`config.mk`:
```
export PLATFORM = sky130hd
export DESIGN_NAME = contiguous_page_allocator_flat
export DESIGN_NICKNAME = d
export VERILOG_FILES = /design/src/rtl/cpa_pkg.sv /design/src/rtl/cpa_req_if.sv /design/src/rtl/cpa_rsp_if.sv /design/src/rtl/cpa_ctrl.sv /design/src/rtl/cpa_dpath.sv /design/src/rtl/contiguous_page_allocator.sv /design/src/flat_wrapper.sv
export SDC_FILE = /design/constraint.sdc
export NUM_CORES = 2
export LEC_CHECK = 0
export ABC_AREA = 0
export BUFFER_PORTS_ARGS = -buffer_cell sky130_fd_sc_hd__buf_2
export CAP_MARGIN = 20
export CORE_MARGIN = 2
export CORE_UTILIZATION = 35
export DETAILED_ROUTE_END_ITERATION = 10
export PLACE_DENSITY_LB_ADDON = 0.15
export SKIP_LAST_GASP = 1
export SYNTH_ARGS = -nofsm -noshare
export SYNTH_HDL_FRONTEND = slang
export SYNTH_HIERARCHICAL = 1
export SYNTH_SLANG_ARGS = --single-unit
export TNS_END_PERCENT = 20
```
`constraint.sdc`:
```
create_clock -name clock -period 15.3 [get_ports clock]
set_input_delay 1.53 -clock clock [delete_from_list [all_inputs] [get_ports clock]]
set_output_delay 1.53 -clock clock [all_outputs]
set_load 0.01 [all_outputs]
```
`src/rtl/cpa_pkg.sv`:
```
`timescale 1ns / 1ps

package cpa_pkg;

   // Field widths
   localparam int PN_W  = 20;
   localparam int CNT_W = 11;

   // Window geometry: used map held as 8-bit words
   localparam int PAGE_COUNT = 1024;
   localparam int OFF_W      = $clog2(PAGE_COUNT);
   localparam int WORD_W     = 8;
   localparam int BIT_W      = $clog2(WORD_W);
   localparam int WORD_COUNT = PAGE_COUNT / WORD_W;
   localparam int WADDR_W    = OFF_W - BIT_W;

   localparam logic [PN_W-1:0] BASE_RESET = PN_W'(128 * 1024);

   // Command codes
   localparam logic CMD_ALLOC = 1'b0;
   localparam logic CMD_FREE  = 1'b1;

   typedef enum logic [2:0] {
      ST_IDLE,
      ST_DECODE,
      ST_SCAN_RD,
      ST_SCAN,
      ST_MARK_INIT,
      ST_SWEEP_RD,
      ST_SWEEP,
      ST_RESP
   } cpa_state_type;

   // Controller to datapath
   typedef struct packed {
      logic load;       // capture the request item
      logic free_init;  // set up a clearing sweep over the whole map
      logic scan_init;  // set up a first-fit scan from word 0
      logic scan_step;  // run one word of the scan
      logic mark_init;  // set up a marking sweep over the found run
      logic addr_inc;   // advance the read address
      logic write;      // write back the modified word
      logic res_load;   // load the result register
   } cpa_cmd_type;

   // Datapath to controller
   typedef struct packed {
      logic is_free;
      logic bad_count;
      logic scan_hit;
      logic data_last;
      logic sweep_last;
   } cpa_status_type;

endpackage

```
`src/rtl/cpa_req_if.sv`:
```
`timescale 1ns / 1ps

interface cpa_req_if
   import cpa_pkg::*;
();
   logic             valid;
   logic             ready;
   logic             command;
   logic [CNT_W-1:0] page_count;
   logic [PN_W-1:0]  page_number;

   modport source (output valid, command, page_count, page_number, input ready);
   modport sink   (input valid, command, page_count, page_number, output ready);
endinterface

```
`src/rtl/cpa_rsp_if.sv`:
```
`timescale 1ns / 1ps

interface cpa_rsp_if
   import cpa_pkg::*;
();
   logic            valid;
   logic            ready;
   logic            ok;
   logic [PN_W-1:0] first_page;

   modport source (output valid, ok, first_page, input ready);
   modport sink   (input valid, ok, first_page, output ready);
endinterface

```
`src/rtl/cpa_ctrl.sv`:
```
`timescale 1ns / 1ps

module cpa_ctrl
   import cpa_pkg::*;
(
   input  logic           clock,
   input  logic           reset,
   input  logic           req_valid,
   output logic           req_ready,
   output logic           rsp_valid,
   input  logic           rsp_ready,
   output cpa_cmd_type    cmd,
   input  cpa_status_type status
);

   cpa_state_type state_ff, state_in;
   logic          rsp_valid_ff, rsp_valid_in;

   // State and result-valid registers
   always_ff @(posedge clock) begin
      if (reset) begin
         state_ff     <= ST_IDLE;
         rsp_valid_ff <= 1'b0;
      end else begin
         state_ff     <= state_in;
         rsp_valid_ff <= rsp_valid_in;
      end
   end

   // Next state and datapath commands
   always_comb begin
      state_in     = state_ff;
      cmd          = '0;
      rsp_valid_in = rsp_valid_ff && !rsp_ready;
      req_ready    = 1'b0;
      case (state_ff)
         ST_IDLE: begin
            req_ready = 1'b1;
            if (req_valid) begin
               cmd.load = 1'b1;
               state_in = ST_DECODE;
            end
         end
         ST_DECODE: begin
            if (status.is_free) begin
               cmd.free_init = 1'b1;
               state_in      = ST_SWEEP_RD;
            end else if (status.bad_count) begin
               state_in = ST_RESP;
            end else begin
               cmd.scan_init = 1'b1;
               state_in      = ST_SCAN_RD;
            end
         end
         ST_SCAN_RD: begin
            cmd.addr_inc = 1'b1;
            state_in     = ST_SCAN;
         end
         ST_SCAN: begin
            cmd.scan_step = 1'b1;
            cmd.addr_inc  = 1'b1;
            if (status.scan_hit) begin
               state_in = ST_MARK_INIT;
            end else if (status.data_last) begin
               state_in = ST_RESP;
            end
         end
         ST_MARK_INIT: begin
            cmd.mark_init = 1'b1;
            state_in      = ST_SWEEP_RD;
         end
         ST_SWEEP_RD: begin
            cmd.addr_inc = 1'b1;
            state_in     = ST_SWEEP;
         end
         ST_SWEEP: begin
            cmd.write    = 1'b1;
            cmd.addr_inc = 1'b1;
            if (status.sweep_last) begin
               state_in = ST_RESP;
            end
         end
         ST_RESP: begin
            // wait until the result register is free
            if (!rsp_valid_ff || rsp_ready) begin
               cmd.res_load = 1'b1;
               rsp_valid_in = 1'b1;
               state_in     = ST_IDLE;
            end
         end
         default: begin
            state_in = ST_IDLE;
         end
      endcase
   end

   assign rsp_valid = rsp_valid_ff;

endmodule

```
`src/rtl/cpa_dpath.sv`:
```
`timescale 1ns / 1ps

module cpa_dpath
   import cpa_pkg::*;
(
   input  logic             clock,
   input  logic             reset,
   input  logic             csr_write_enable,
   input  logic [PN_W-1:0]  csr_write_data,
   input  logic             req_command,
   input  logic [CNT_W-1:0] req_page_count,
   input  logic [PN_W-1:0]  req_page_number,
   output logic             rsp_ok,
   output logic [PN_W-1:0]  rsp_first_page,
   input  cpa_cmd_type      cmd,
   output cpa_status_type   status
);

   // Used map, one bit per window page, with a valid flag per word
   logic [WORD_W-1:0]     mem [WORD_COUNT];
   logic [WORD_COUNT-1:0] row_vld_ff;

   logic [PN_W-1:0]    base_ff;
   logic               op_ff;
   logic [CNT_W-1:0]   cnt_ff;
   logic [PN_W-1:0]    pn_ff;

   logic [WADDR_W-1:0] addr_ff;
   logic [WADDR_W-1:0] data_addr_ff;
   logic [WORD_W-1:0]  rd_data_ff;
   logic               rd_vld_ff;

   logic [CNT_W-1:0]   run_ff;
   logic [OFF_W-1:0]   first_ff;
   logic [OFF_W-1:0]   start_ff;
   logic               found_ff;

   logic [PN_W-1:0]    range_ff;
   logic [WADDR_W-1:0] last_ff;
   logic               set_ff;

   logic               rsp_ok_ff;
   logic [PN_W-1:0]    rsp_page_ff;

   logic [WORD_W-1:0]  word_v;
   logic [CNT_W-1:0]   run_v;
   logic [OFF_W-1:0]   first_v;
   logic [OFF_W-1:0]   start_v;
   logic               hit_v;
   logic [WORD_W-1:0]  wr_word;
   logic [OFF_W:0]     end_off;

   assign word_v = rd_vld_ff ? rd_data_ff : '0;

   // First-fit scan over one word, lowest page first
   always_comb begin
      run_v   = run_ff;
      first_v = first_ff;
      start_v = first_ff;
      hit_v   = 1'b0;
      for (int b = 0; b < WORD_W; b++) begin
         if (!hit_v) begin
            if (!word_v[b]) begin
               if (run_v == '0) begin
                  first_v = {data_addr_ff, BIT_W'(b)};
               end
               run_v = run_v + CNT_W'(1);
               if (run_v >= cnt_ff) begin
                  hit_v   = 1'b1;
                  start_v = first_v;
               end
            end else begin
               run_v = '0;
            end
         end
      end
   end

   // Set or clear the bits of the word that fall in the run
   always_comb begin
      logic [OFF_W-1:0] j_v;
      logic [PN_W-1:0]  d_v;
      wr_word = word_v;
      for (int b = 0; b < WORD_W; b++) begin
         j_v = {data_addr_ff, BIT_W'(b)};
         d_v = PN_W'(j_v) - range_ff;
         if (d_v < PN_W'(cnt_ff)) begin
            wr_word[b] = set_ff;
         end
      end
   end

   // Last offset of the found run
   assign end_off = {1'b0, start_ff} + cnt_ff - (OFF_W + 1)'(1);

   // Map storage with registered read
   always_ff @(posedge clock) begin
      if (cmd.write) begin
         mem[data_addr_ff] <= wr_word;
      end
      rd_data_ff <= mem[addr_ff];
   end

   // Word valid flags and window base
   always_ff @(posedge clock) begin
      if (reset) begin
         row_vld_ff <= '0;
         base_ff    <= BASE_RESET;
      end else begin
         if (cmd.write) begin
            row_vld_ff[data_addr_ff] <= 1'b1;
         end
         if (csr_write_enable) begin
            base_ff <= csr_write_data;
         end
      end
   end

   // Request capture, address counter, scan and sweep registers
   always_ff @(posedge clock) begin
      rd_vld_ff    <= row_vld_ff[addr_ff];
      data_addr_ff <= addr_ff;
      if (cmd.load) begin
         op_ff    <= req_command;
         cnt_ff   <= req_page_count;
         pn_ff    <= req_page_number;
         found_ff <= 1'b0;
      end
      if (cmd.free_init) begin
         addr_ff  <= '0;
         last_ff  <= '1;
         range_ff <= pn_ff - base_ff;
         set_ff   <= 1'b0;
      end else if (cmd.scan_init) begin
         addr_ff  <= '0;
         run_ff   <= '0;
         first_ff <= '0;
      end else if (cmd.mark_init) begin
         addr_ff  <= start_ff[OFF_W-1:BIT_W];
         last_ff  <= end_off[OFF_W-1:BIT_W];
         range_ff <= PN_W'(start_ff);
         set_ff   <= 1'b1;
      end else if (cmd.addr_inc) begin
         addr_ff <= addr_ff + WADDR_W'(1);
      end
      if (cmd.scan_step) begin
         run_ff   <= run_v;
         first_ff <= first_v;
         if (hit_v) begin
            found_ff <= 1'b1;
            start_ff <= start_v;
         end
      end
   end

   // Result register
   always_ff @(posedge clock) begin
      if (cmd.res_load) begin
         rsp_ok_ff   <= op_ff || found_ff;
         rsp_page_ff <= (op_ff == CMD_ALLOC && found_ff) ? base_ff + PN_W'(start_ff) : '0;
      end
   end

   assign rsp_ok         = rsp_ok_ff;
   assign rsp_first_page = rsp_page_ff;

   assign status.is_free    = (op_ff == CMD_FREE);
   assign status.bad_count  = (cnt_ff == '0) || (cnt_ff > CNT_W'(PAGE_COUNT));
   assign status.scan_hit   = hit_v;
   assign status.data_last  = (data_addr_ff == WADDR_W'(WORD_COUNT - 1));
   assign status.sweep_last = (data_addr_ff == last_ff);

endmodule

```
`src/rtl/contiguous_page_allocator.sv`:
```
`timescale 1ns / 1ps

// First-fit contiguous page allocator over a window of 1024 pages starting at
// csr_write_data's page number (reset 131072). An allocate item returns the
// first page of the lowest free run of page_count pages and marks it used, or
// ok = 0 with no change; a free item clears the run's pages inside the window
// and returns ok = 1. One item is worked at a time; the result register lets
// the next item be accepted while a result waits. The used map is a
// 128 x 8-bit memory with one read and one write port, walked one word per
// cycle: allocate scans the words up to the hit and then marks the run's
// words, a failed allocate scans all 128 words, a bad count skips the scan,
// and free makes a pass over all 128 words. The map needs no clearing
// pass after reset: per-word valid flags make unwritten words read as free.
module contiguous_page_allocator
   import cpa_pkg::*;
(
   input  logic            clock,
   input  logic            reset,
   cpa_req_if.sink         req_chan,
   cpa_rsp_if.source       rsp_chan,
   input  logic            csr_write_enable,
   input  logic [PN_W-1:0] csr_write_data
);

   cpa_cmd_type    cmd;
   cpa_status_type status;

   cpa_ctrl u_ctrl (
      .clock     (clock),
      .reset     (reset),
      .req_valid (req_chan.valid),
      .req_ready (req_chan.ready),
      .rsp_valid (rsp_chan.valid),
      .rsp_ready (rsp_chan.ready),
      .cmd       (cmd),
      .status    (status)
   );

   cpa_dpath u_dpath (
      .clock            (clock),
      .reset            (reset),
      .csr_write_enable (csr_write_enable),
      .csr_write_data   (csr_write_data),
      .req_command      (req_chan.command),
      .req_page_count   (req_chan.page_count),
      .req_page_number  (req_chan.page_number),
      .rsp_ok           (rsp_chan.ok),
      .rsp_first_page   (rsp_chan.first_page),
      .cmd              (cmd),
      .status           (status)
   );

endmodule

```
`src/flat_wrapper.sv`:
```
// flat-port wrapper written by rule: the top's interface ports become plain ports
module contiguous_page_allocator_flat import cpa_pkg::*;
  (clock, reset, csr_write_enable, csr_write_data, req_chan_valid, req_chan_command, req_chan_page_count, req_chan_page_number, req_chan_ready, rsp_chan_valid, rsp_chan_ok, rsp_chan_first_page, rsp_chan_ready);
  cpa_req_if req_chan_i ();
  cpa_rsp_if rsp_chan_i ();
  input  logic clock;
  input  logic reset;
  input  logic csr_write_enable;
  input  logic [PN_W-1:0] csr_write_data;
  input wire logic [$bits(req_chan_i.valid)-1:0] req_chan_valid;
  input wire logic [$bits(req_chan_i.command)-1:0] req_chan_command;
  input wire logic [$bits(req_chan_i.page_count)-1:0] req_chan_page_count;
  input wire logic [$bits(req_chan_i.page_number)-1:0] req_chan_page_number;
  output wire logic [$bits(req_chan_i.ready)-1:0] req_chan_ready;
  output wire logic [$bits(rsp_chan_i.valid)-1:0] rsp_chan_valid;
  output wire logic [$bits(rsp_chan_i.ok)-1:0] rsp_chan_ok;
  output wire logic [$bits(rsp_chan_i.first_page)-1:0] rsp_chan_first_page;
  input wire logic [$bits(rsp_chan_i.ready)-1:0] rsp_chan_ready;
  assign req_chan_i.valid = req_chan_valid;
  assign req_chan_i.command = req_chan_command;
  assign req_chan_i.page_count = req_chan_page_count;
  assign req_chan_i.page_number = req_chan_page_number;
  assign req_chan_ready = req_chan_i.ready;
  assign rsp_chan_valid = rsp_chan_i.valid;
  assign rsp_chan_ok = rsp_chan_i.ok;
  assign rsp_chan_first_page = rsp_chan_i.first_page;
  assign rsp_chan_i.ready = rsp_chan_ready;
  contiguous_page_allocator u_core (.clock(clock), .reset(reset), .req_chan(req_chan_i), .rsp_chan(rsp_chan_i), .csr_write_enable(csr_write_enable), .csr_write_data(csr_write_data));
endmodule
```
* After elaboration in Yosys (flattened, before gate mapping)
Memory sizes are Yosys's and may differ from the RTL's. A register that Yosys moved wholly into a read port is not among the register bits. Index checks and enable logic that the tools add are counted.
Cells by class: add/subtract/negate cells 21, magnitude comparators 20, equal/unequal tests 15, mux-type cells 146, bitwise logic cells 3, reductions and logical operators 28
Operator list (number):
- 2-to-1 mux 10 bit | 59
- 2-to-1 mux 11 bit | 18
- < comparator 20 x 11 -> 1 bit | 8
- subtractor 10 x 20 -> 20 bit | 8
- bitwise OR 128 bit | 1
- logical NOT 11 bit | 9
- adder 11 x 1 -> 11 bit, second input constant | 8
- greater-or-equal comparator 11 bit | 8
- 2-to-1 mux 20 bit | 3
- 2-to-1 mux 1 bit | 52
- one-hot mux 3 bit (8 select lines) | 1
- 2-to-1 mux 3 bit | 7
- adder 20 x 10 -> 20 bit | 1
- subtractor 20 bit | 1
- < comparator 7 x 8 -> 1 bit, second input constant | 2
- 2-to-1 mux 7 bit | 2
- equality test 3 bit, second input constant | 4
- greater-than comparator 11 bit, second input constant | 1
- adder 10 bit | 1
- subtractor 10 x 1 -> 10 bit, second input constant | 1
- 2-to-1 mux 8 bit | 1
- AND reduction 2 bit | 4
- adder 7 x 1 -> 7 bit, second input constant | 1
- binary-select mux 1 bit (select 7 bit) | 1
- other kinds (19) | 31
Storage, ports and cells: flip-flop bits (word level) 280, bits in writable memories 1024, input port bits 57, output and inout port bits 23, logic and storage cells 253, memories 1
Memory list:
- u_core.u_dpath.mem | depth 128, bits a word 8, rd ports 1, clocked after memory_dff 1, wr ports 1, RTL line cpa_dpath.sv:20 | logic [WORD_W-1:0] mem [WORD_COUNT];

* Longest topological paths before layout
depth in word-level cells 35, depth in mapped cells 76, mapped depth without buffers 71

* Cells and area by module
Netlist, hierarchy kept.
By module, submodules not included:
- cpa_dpath | times used 1, cells an instance 4461, area each 63300.7 um2, seq. area each 37475.9 um2
- cpa_ctrl | times used 1, cells an instance 44, area each 310.3 um2, seq. area each 80.1 um2

* Worst setup path before layout
No wires, ideal clock.
kind register -> register, from register u_core.u_dpath.run_ff[1], to register u_core.u_dpath.start_ff[3] (data pin), library setup time 262 ps, arrival 14183 ps, data required time 15038 ps, slack 854 ps, cell stages (with the launch flop) 66, buffers on the path 5, period minus slack after synthesis 14446 ps, path through edfxtp_1 ha_1 buf_1 nand3_1 nor3_1 xor2_1 ha_1 and4_1 nand3_1 o221ai_2 o21ai_2 buf_4 o22ai_1 ha_1 buf_1 inv_1 or3_1 a2bb2oi_2 [... 30 more ...] o21ai_0 ha_1 nor3b_1 or3b_1 nor2_1 nand2_1 nor3b_1 xnor2_1 ha_1 nand4_1 nor2_1 a41oi_1 a21oi_1 nand2_1 a211oi_1 a31oi_4 nand2_1 mux2_1
Between the ends: word-level cells in the longest chain between the ends 35, elaborated cells between the ends (all ways) 111, classes of those cells add/sub: 8; order compare: 8; mux: 87; reduce/logical: 8
Ends and longest elaborated chain:
- start, declared | RTL line cpa_dpath.sv:33 | logic [CNT_W-1:0] run_ff;
- start signal, assigned | RTL line cpa_dpath.sv:147 | run_ff <= run_v;
- branches (longest 34 deep; another with adder 11 x 1 -> 11 bit)
- 2-to-1 mux 10 bit (*) | RTL line cpa_dpath.sv:62 | if (!hit_v) begin
- named net u_core.u_dpath.start_v[3] | RTL line cpa_dpath.sv:48 | logic [OFF_W-1:0] start_v;
- end signal, assigned | RTL line cpa_dpath.sv:151 | start_ff <= start_v;
- end, declared | RTL line cpa_dpath.sv:35 | logic [OFF_W-1:0] start_ff;
Mark *: on every way through the listed nets, which the timed path passes. The select of a mux whose other input is x is not followed. A chain may end at the register's enable or synchronous reset.

* Final worst setup path
from register u_core.u_dpath.run_ff[1], to register u_core.u_dpath.start_ff[7] (data pin)
Same word-level chain as after synthesis.

==> summary.txt <==
CTS
  • TritonCTS clock tree: yes
  • TritonCTS Sinks: 1312
  • Cts hold-fix bufs: 0
  • Worst-Skew Late Latency: 0.79 ns
  • Clock tree buffer depth: 3
  • Clk root buf: clkbuf_16
  • Htree depth: 4
  • Num CTS Buffers: between 100 and 150
  • Worst-path clk slew: 0.06 ns

Yosys
  • Post-Syn Area: 0.06361 sq mm
  • Syn Nets: 4808
  • FF+latch count, synth: 1312
  • Top cells by area, synth: edfxtp_1 53%, mux4_2 13%, dfxtp_1 5.8%, ha_1 4.8%, nor2_1 3.4%
  • Netlist cell types: about 110
  • Synth top area share: 53.25%
  • Sequential area share after synthesis: 59.04%
  • Post-Synthesis Cells: ~4500
  • Yosys Warn Count: 6
  • Syn Area/Cell: 14.12 sq um
  • Ys flop type: edfxtp_1
  • Async S/R FF share, synth: 0%
  • Synth area leader: edfxtp_1
  • Post-synth EDFFs: ~1100

Die
  • Core Rows: 156
  • Die Span X: 430.3 um
  • Die span in y: 430.3 um
  • IO Pins: 80
  • Starting Density: between 30% and 40%
  • Core area: 0.1807 sq mm
  • Die area: approximately 0.19 sq mm

Timing
  • Fin crit period: about 14 ns
  • Worst-margin pin slew: 1.139 ns
  • Final setup margin: 0.8645 ns
  • Normalized max-slew margin: 24.09%
  • RSZ-0062 raised after global routing: false
  • Final worst-path cycle share: 94.35%
  • Fmax: around 69 MHz
  • Final Slew Violations: 0
  • Final setup vio count: 0
  • Hold Fails Final Rpt: 0
  • Clk_skew: roughly 0.061 ns

Global routing
  • Largest net degree at the start of global routing: 123
  • First-pass GRT wire length: between 200000 and 300000 um
  • Gr usage total: 20.06%
  • Initial antenna violation count: 9
  • Grt ovf: 0
  • Vias in the first global route: 38620

Placed design
  • Placed Area: 0.06728 sq mm
  • Port buffer count: 79
  • Routability cong.: 0.9328
  • DP Worst Slack: -0.4113 ns
  • DP Cell Count: between 6000 and 7000
  • DP HPWL: 126600 um

Finish
  • Commonest non-fill, non-tap cell in the layout: edfxtp_1
  • Final #Nets: 4968
  • Non-Filler Cell Area, Final: approximately 0.072 sq mm
  • Fillers: 16850
  • Area of the multi-input gates: between 0.02 and 0.03 sq mm
  • Final cell count without fillers: 7163
  • Final Util: 40.08%
  • Layout area overhead: 13.88%
  • Register area: roughly 0.038 sq mm
  • Proportion of layout cells with a drive suffix above 1: 19.81%
  • Commonest non-fill, non-tap cells in the layout: 1128 x edfxtp_1, 580 x nor2_1, 378 x mux4_2

Setup path
  • Buf+Inv Stages, Crit Path: 6
  • Slowest cell delay on critical path: between 0.5 and 0.6 ns
  • Crit. End Element: flop
  • CP arrival: 14.93 ns
  • Largest delay contributor family on the critical path: simple AND/OR/NAND/NOR gates
  • CP required: 15.79 ns
  • Crit Path Class: flop to flop
  • Startpoint types: flop
  • CP max stage cell: or3b_2
  • Crit path max fanout: 10

Pwr
  • Clock network fraction of total power: 28.8%
  • Sequential share of power: ~34%
  • Logic pwr share: 36.8%
  • Worst vdd ir: between 0.0001 and 0.00015 V
  • Internal power: just under 8 mW
  • Leakage: 24.92 nW
  • Net switching fraction of the power: a little over a third
  • Sw Pwr: 4.231 mW
  • Pwr Total: 11.99 mW
  • Power per cell area: about 170 mW/mm^2

Drt
  • TritonRoute pass-1 iters: 6
  • DR vias/cell: 5.527
  • DRT iter0 DRCs: about 3700
  • Drt wl/cell: 26.21 um
  • DRC viols: 0
  • Post-Route WL: about 190000 um
  • DRT antenna net count: 0
  • Total number of vias: 39590

Min path
  • Worst hold path class: flop to flop

Outcome
  • Status: complete, no violations

Flow run
  • Max_cap viols: 0
layer usage:
metal / up-vias / routed length (um) / track usage (%) / part of all wire [%]
li1: 17750 / - / - / -
met3: 223 / 9859 / 2.614 / 5.3
met2: 1217 / 88120 / 32.07 / 47
met5: - / 12 / 0 / 0.0064
met1: 20400 / 85540 / 28.89 / 46
met4: 2 / 4197 / 5.200 / 2.2
through the flow:
stage / TNS [ns] / hold slack (ns)
after floorplan: 0 / 0.3290
after global placement: -0.4049 / 0.3410
after detailed placement: -1.690 / 0.3536
after CTS: 0 / 0.3640
after global routing: 0 / 0.3806
final: 0 / 0.3661
what timing repair did:
action,CTS,global route
gates resized for setup,7,38
setup endpoints to repair,13,42
buffers inserted,0,10
pin swaps,0,5
layout make-up:
| class | count | share of cell area [%] |
|---|---|---|
| Antenna cell | 3 | 0.01036 |
| Clock buffer | 204 | 5.579 |
| Clock inverter | 68 | 1.005 |
| Inverter | 138 | 0.7151 |
| Multi-Input combinational cell | 2839 | 34.52 |
| Sequential cell | 1312 | 51.87 |
| Tap cell | 2370 | 4.094 |
| Timing Repair Buffer | 229 | 2.211 |
registers in the layout, indices dropped and copies added (netlist names):
register and cells:
u_core/u_dpath/rsp_ok 1, u_core/u_dpath/pn_ff 20, u_core/u_dpath/base_ff 20, u_core/u_dpath/range_ff 20, u_core/u_dpath/rsp_first_page 20, u_core/u_dpath/mem 1024, u_core/u_dpath/run_ff 11, u_core/u_dpath/rd_vld_ff 1
u_core/u_dpath/data_addr_ff 7, u_core/u_dpath/addr_ff 7, u_core/u_dpath/first_ff 10, u_core/u_dpath/set_ff 1, u_core/u_ctrl/state_ff 3, u_core/u_dpath/rd_data_ff 8, u_core/u_dpath/found_ff 1, u_core/u_dpath/row_vld_ff 128
u_core/u_dpath/op_ff 1, u_core/u_dpath/cnt_ff 11, u_core/u_ctrl/rsp_valid 1, u_core/u_dpath/last_ff 7, u_core/u_dpath/start_ff 10
cells in the mapped netlist (6+ instances only):
cell type / n
o21ai_0: 156
buf_2: 14
nand3b_1: 10
a2111oi_0: 7
nor3b_1: 7
mux2i_1: 59
a211oi_1: 30
inv_1: 134
a211o_1: 7
or3_1: 25
or4_1: 8
a31oi_1: 27
a21o_1: 45
nand4_1: 42
a21oi_1: 193
or2_2: 12
clkbuf_1: 157
nor4_1: 26
nand3_1: 75
o311ai_0: 10
xor2_1: 90
o21ai_1: 14
mux2_2: 19
and3_1: 18
o221ai_1: 6
o22ai_1: 13
edfxtp_1: 1128
xnor2_1: 128
dfxtp_1: 184
nor2_1: 583
a22oi_1: 11
o21bai_1: 8
nor3_1: 66
o21a_1: 37
nand2b_1: 39
o211ai_1: 23
ha_1: 242
nor2b_1: 53
and2_1: 32
nand2_1: 184
mux4_2: 378
and4_1: 7
buf_1: 41
a21boi_0: 8
power groups by stage:
stage,sequential [mW],combinational [mW],clock (mW)
2_1_floorplan,4.04,3.08,0
5_1_grt,4.13,4.80,3.69
3_5_place_dp,4.20,4.35,0
3_3_place_gp,4.20,4.36,0
6_report,4.12,4.42,3.45
4_1_cts,4.12,4.38,3.55
worst paths after layout:
path,start,to,slack [ns],cells after the start
setup / recovery,u_core/u_dpath/run_ff[1],u_core/u_dpath/start_ff[7],0.86,61
hold / removal,u_core/u_dpath/addr_ff[5],u_core/u_dpath/data_addr_ff[5],0.37,0
setup reg to reg,u_core/u_dpath/run_ff[1],u_core/u_dpath/start_ff[7],0.86,61
hold reg to reg,u_core/u_dpath/addr_ff[5],u_core/u_dpath/data_addr_ff[5],0.37,0
worst reg2reg max path, delay by kind of cell, from the launching register on:
kind                     cells  cell delay, ns
AO/OA/AOI/OAI               16            3.23
XOR/XNOR                     4            0.67
adder cells (fa/ha/maj)      6            1.74
buffers and inverters        6            0.93
flip-flops                   1            0.50
multiplexers                 2            0.65
AND/OR/NAND/NOR             27            6.46
kinds of logic after synthesis:
group                    Yosys count  share of synthesized area [%]
adder cells (fa/ha/maj)          246                          4.886
AND/OR/NAND/NOR                 1230                          9.152
multiplexers                     460                          14.72
buffers and inverters            354                          2.146
XOR/XNOR                         218                          3.002
flip-flops                      1312                          59.04
AO/OA/AOI/OAI                    685                          7.050
Note: power is estimated with default switching activity, not from simulation.
